File: config.mk
export PLATFORM = sky130hd
export DESIGN_NAME = cnc_ctrl
export DESIGN_NICKNAME = d
export VERILOG_FILES = /design/src/design/cnc_pkg.sv /design/src/design/cnc_ctrl.sv
export VERILOG_INCLUDE_DIRS = /design/src /design/src/design
export SDC_FILE = /design/constraint.sdc
export NUM_CORES = 1
export LEC_CHECK = 0
export BUFFER_PORTS_ARGS = -buffer_cell sky130_fd_sc_hd__buf_2
export CORE_AREA = 10 10 47 49
export CTS_CLUSTER_SIZE = 8
export DETAILED_ROUTE_END_ITERATION = 8
export DIE_AREA = 0 0 57 59
export GPL_TIMING_DRIVEN = 0
export MAX_ROUTING_LAYER = met4
export PLACE_DENSITY = 0.51
export SLEW_MARGIN = 40
export SYNTH_ARGS = -nofsm -noshare
export SYNTH_HDL_FRONTEND = slang
export SYNTH_SLANG_ARGS = --single-unit
File: constraint.sdc
create_clock -name clk -period 1.35 [get_ports clk]
set_clock_uncertainty 0.1 [all_clocks]
set_input_delay 0.135 -clock clk [delete_from_list [all_inputs] [get_ports clk]]
set_output_delay 0.135 -clock clk [all_outputs]
set_load 0.005 [all_outputs]
File: src/design/csr_common_neighbor_counter_defines.svh
// Assertion macros shared by the common-neighbor counter modules.
`ifndef CSR_COMMON_NEIGHBOR_COUNTER_DEFINES_SVH
`define CSR_COMMON_NEIGHBOR_COUNTER_DEFINES_SVH

// Implication in the same cycle, checked only out of reset
`define CNC_ASSERT_SAME(label, clk, rst_n, ante, cons, msg) \
	label: assert property (@(posedge clk) disable iff (!rst_n) (ante) |-> (cons)) \
		else $error(msg);

// Implication in the next cycle, checked only out of reset
`define CNC_ASSERT_NEXT(label, clk, rst_n, ante, cons, msg) \
	label: assert property (@(posedge clk) disable iff (!rst_n) (ante) |=> (cons)) \
		else $error(msg);

`endif

File: src/design/cnc_pkg.sv
`default_nettype none

package cnc_pkg;

	// Default store sizes
	localparam int DEF_MAX_NODES = 1024;
	localparam int DEF_MAX_EDGES = 16384;

	// Field widths
	localparam int OP_W    = 2;
	localparam int ADDR_W  = 14;
	localparam int VALUE_W = 15;
	localparam int NODE_W  = 10;
	localparam int NBR_W   = 10;
	localparam int COUNT_W = 11;

	// Input tdata layout, lowest field first
	localparam int ADDR_LSB   = 0;
	localparam int VALUE_LSB  = ADDR_LSB + ADDR_W;
	localparam int SRC_LSB    = VALUE_LSB + VALUE_W;
	localparam int DST_LSB    = SRC_LSB + NODE_W;
	localparam int IN_DATA_W  = ((DST_LSB + NODE_W + 7) / 8) * 8;
	localparam int OUT_DATA_W = ((COUNT_W + 7) / 8) * 8;

	// Command codes carried in the input tuser
	typedef logic [OP_W-1:0] cnc_op_t;
	localparam cnc_op_t OP_LOAD_ROW = 2'd0;
	localparam cnc_op_t OP_LOAD_NBR = 2'd1;
	localparam cnc_op_t OP_QUERY    = 2'd2;

	typedef enum logic [2:0] {
		ST_IDLE,
		ST_ROW_DST,
		ST_BOUNDS,
		ST_MERGE,
		ST_DONE
	} cnc_state_t;

	// Controller to datapath
	typedef struct packed {
		logic wr_row;       // write the row-start store
		logic wr_nbr;       // write the neighbor store
		logic latch_query;  // capture the queried pair
		logic cap_src;      // take source row bounds, read destination row
		logic cap_dst;      // take destination row bounds, clear the count
		logic step;         // one merge step
		logic load_result;  // move the count to the output register
	} cnc_cmd_t;

	// Datapath to controller
	typedef struct packed {
		logic merge_done;   // one of the two rows is exhausted
	} cnc_status_t;

endpackage

`default_nettype wire

File: src/design/cnc_ctrl.sv
`default_nettype none
`include "csr_common_neighbor_counter_defines.svh"

module cnc_ctrl (
	input  wire logic                  clk,
	input  wire logic                  arst_n,
	input  wire logic                  in_valid,
	output logic                       in_ready,
	input  wire cnc_pkg::cnc_op_t      in_op,
	output logic                       out_valid,
	input  wire logic                  out_ready,
	output cnc_pkg::cnc_cmd_t          cmd,
	input  wire cnc_pkg::cnc_status_t  status
);

	cnc_pkg::cnc_state_t state_q, state_d;
	logic                out_valid_q, out_valid_d;

	// State and output flag
	always_ff @(posedge clk or negedge arst_n) begin
		if (!arst_n) begin
			state_q     <= cnc_pkg::ST_IDLE;
			out_valid_q <= 1'b0;
		end else begin
			state_q     <= state_d;
			out_valid_q <= out_valid_d;
		end
	end

	// Next state and commands
	always_comb begin
		state_d  = state_q;
		cmd      = '0;
		in_ready = (state_q == cnc_pkg::ST_IDLE);
		case (state_q)
			cnc_pkg::ST_IDLE: begin
				if (in_valid) begin
					case (in_op)
						cnc_pkg::OP_LOAD_ROW: cmd.wr_row = 1'b1;
						cnc_pkg::OP_LOAD_NBR: cmd.wr_nbr = 1'b1;
						cnc_pkg::OP_QUERY: begin
							cmd.latch_query = 1'b1;
							state_d         = cnc_pkg::ST_ROW_DST;
						end
						default: ;
					endcase
				end
			end
			cnc_pkg::ST_ROW_DST: begin
				cmd.cap_src = 1'b1;
				state_d     = cnc_pkg::ST_BOUNDS;
			end
			cnc_pkg::ST_BOUNDS: begin
				cmd.cap_dst = 1'b1;
				state_d     = cnc_pkg::ST_MERGE;
			end
			cnc_pkg::ST_MERGE: begin
				if (status.merge_done) begin
					state_d = cnc_pkg::ST_DONE;
				end else begin
					cmd.step = 1'b1;
				end
			end
			cnc_pkg::ST_DONE: begin
				// hold the count until the output register is free
				if (!out_valid_q || out_ready) begin
					cmd.load_result = 1'b1;
					state_d         = cnc_pkg::ST_IDLE;
				end
			end
			default: state_d = cnc_pkg::ST_IDLE;
		endcase
	end

	// Output register flag: set on a new result, drop once the transfer is taken
	always_comb begin
		if (cmd.load_result) begin
			out_valid_d = 1'b1;
		end else if (out_ready) begin
			out_valid_d = 1'b0;
		end else begin
			out_valid_d = out_valid_q;
		end
	end

	assign out_valid = out_valid_q;

	`CNC_ASSERT_NEXT(a_query_starts, clk, arst_n, state_q == cnc_pkg::ST_IDLE && in_valid && in_op == cnc_pkg::OP_QUERY, state_q == cnc_pkg::ST_ROW_DST, "query did not start the row lookup")
	`CNC_ASSERT_NEXT(a_load_stays_idle, clk, arst_n, state_q == cnc_pkg::ST_IDLE && in_valid && in_op != cnc_pkg::OP_QUERY, state_q == cnc_pkg::ST_IDLE, "non-query item left idle")
	`CNC_ASSERT_NEXT(a_result_posted, clk, arst_n, cmd.load_result, out_valid_q && state_q == cnc_pkg::ST_IDLE, "result not posted on finish")

endmodule

`default_nettype wire

==> flow_summary.json <==
{
  "status": "finished, violations left",
  "violations": "setup timing",
  "timing.hold.ws_ps": 91.7,
  "drc": 0,
  "ys_types": 18,
  "seq_area_frac_synth_pct": 41.0,
  "antenna_found_initial": 0,
  "cts_buffers": 3,
  "core_sq_um": 1400,
  "grt-ovfl-total": 0,
  "crit_fanout": 3,
  "setup_viol": 7,
  "fin_ws_ps": -160,
  "cp-start-kind": "flip-flop",
  "cp.arrival_ps": 1280,
  "max_freq_mhz": 662,
  "cts.sinks": 4,
  "die_area_sq_um": 3360,
  "stdcell_count": 62,
  "cp.required_ps": 1120,
  "grt_pass1_wl_um": 1470,
  "clkTransAtPathRegs_ps": 40,
  "p_per_area_nw_per_um2": 1760,
  "place_ws_ps": -78.8,
  "diodes": 0,
  "wl_per_cell_um": 13.6,
  "setup_tns_ps": -521,
  "drv_slew": 0,
  "holdCritPathClass": "in2reg",
  "layout_common_cells": "buf_2 (14), clkbuf_4 (3), buf_6 (3), buf_4 (3), dfrtp_2 (3)",
  "synth_cells": 23,
  "power.leakage_nw": 0.222,
  "routed-via-count": 273,
  "synth.avg_cell_area_sq_um": 10.6,
  "final.min_clock_period_ps": 1510,
  "ys_ff_latch": 4,
  "fp.dieW_um": 57,
  "end_kind": "output pin",
  "critical_path_class": "reg2out",
  "power_mw": 0.797,
  "rows": 14,
  "gp_congestion": 0.687,
  "vdd_drop_max_mv": 0.782,
  "root_buffer": "clkbuf_4",
  "final_common_cell": "buf_2",
  "syn-cell-area_sq_um": 244,
  "clk_latency_ps": 230,
  "io_buffers": 15,
  "clock_path_buffers": 2,
  "antenna_left": 0,
  "grt_max_degree": 8,
  "fp.dieH_um": 59,
  "grtUsageTotal_pct": 5.84,
  "fin_crit_sh_pct": 112,
  "ys_warn_count": 0,
  "cts_tree": "built",
  "htree_num_levels": 1,
  "slew_headroom_pct": 83.5,
  "drt_wl_total_um": 843,
  "start_util_pct": 17.4,
  "finalHoldViolCount": 0,
  "rsz0062_at_grt": "true",
  "pin_count": 16,
  "syn_nets": 30,
  "fin_nets": 55,
  "worstMarginPinSlew_ps": 247,
  "area_delta_synth_final_pct": 85.1,
  "drive_above_1_share_pct": 71.7,
  "drt_iter0_markers": 3,
  "grt_pass1_vias": 334,
  "max_cap_violations": 0,
  "post_drt_via_cell_ratio": 4.40,
  "drt_first_pass_iters": 4,
  "placed_cells": 54
}
[power breakdown]
group	internal, mW	switching [mW]	total [mW]
registers	0.171	0.0485	0.220
logic	0.238	0.188	0.425
clock network	0.0997	0.0520	0.152
total	0.509	0.288	0.797
[synth_stat cells]
| cell type | count | area, sq um |
|---|---|---|
| nand3b_1 | 1 | 7.51 |
| or3_1 | 1 | 6.26 |
| nand2_1 | 1 | 3.75 |
| nor4_1 | 1 | 6.26 |
| and4bb_2 | 1 | 12.5 |
| nand2b_1 | 2 | 12.5 |
| or3b_1 | 1 | 8.76 |
| nor3b_1 | 2 | 15.0 |
| and4bb_4 | 1 | 16.3 |
| o21ai_1 | 1 | 5.00 |
| a221oi_1 | 1 | 8.76 |
| nor3_1 | 1 | 5.00 |
| nor2b_1 | 1 | 6.26 |
| and4b_1 | 1 | 10.0 |
| dfrtp_1 | 4 | 100 |
| buf_4 | 1 | 7.51 |
| inv_1 | 1 | 3.75 |
| nand4b_1 | 1 | 8.76 |
[registers in the layout (all words and copies together) (netlist names)]
name / flops
state_q: 3
out_valid: 1
[stage by stage]
stage | utilization, % | area (sq um)
floorplan | - | 244
global placement | 24.2 | 339
detailed placement | 24.2 | 339
CTS | 30.5 | 428
global route | 32.2 | 452
finish | 32.2 | 452
[per-layer routing]
layer / GRT usage (%) / routed length, um / vias up
li1: - / - / 134
met1: 6.82 / 438 / 123
met2: 6.82 / 320 / 16
met3: 3.22 / 85 / 0
met4: 5.03 / 0 / 0
met5: - / 0 / -
[worst paths after layout]
path / startpoint / end / slack, ps / depth (start not counted)
worst min register to register: out_valid / out_valid / 430 / 2
worst min-delay path: status / state_q[2] / 90 / 3
min in group asynchronous: arst_n / state_q[0] / 150 / 2
worst max register to register: state_q[1] / state_q[1] / 20 / 3
max in group asynchronous: arst_n / state_q[1] / 870 / 2
worst max-delay path: state_q[1] / cmd[0] / -160 / 3
[layout make-up]
class / instances / area [sq um]
Tap cell: 16 / 20.0
Sequential cell: 4 / 104
Timing Repair Buffer: 21 / 136
Fill cell: 157 / 950
Multi-Input combinational cell: 17 / 165
Inverter: 1 / 3.75
Clock buffer: 3 / 22.5
[cells by family (layout without fill, tap and decap cells)]
family	Yosys count	count (layout)	synth area share (%)
AOI/OAI and AO/OA	2	2	5.64
and+or+nand+nor	15	15	48.7
buffers and inverters	2	25	4.62
DFF	4	4	41.0
[what timing repair did]
item,in CTS,in global routing
setup buffers,5,0
gates resized for setup,8,4
hold endpoints to repair,4,0
setup endpoints to repair,7,9
hold buffers,1,0
pin swaps,3,0
gates cloned,0,0
[worst max-delay path, cell delays in order (launching register included)]
cell and delay, ps:
dfrtp_2 420, or3b_4 400, nor2b_1 110, buf_2 120
(Power assumes the default switching activity.)
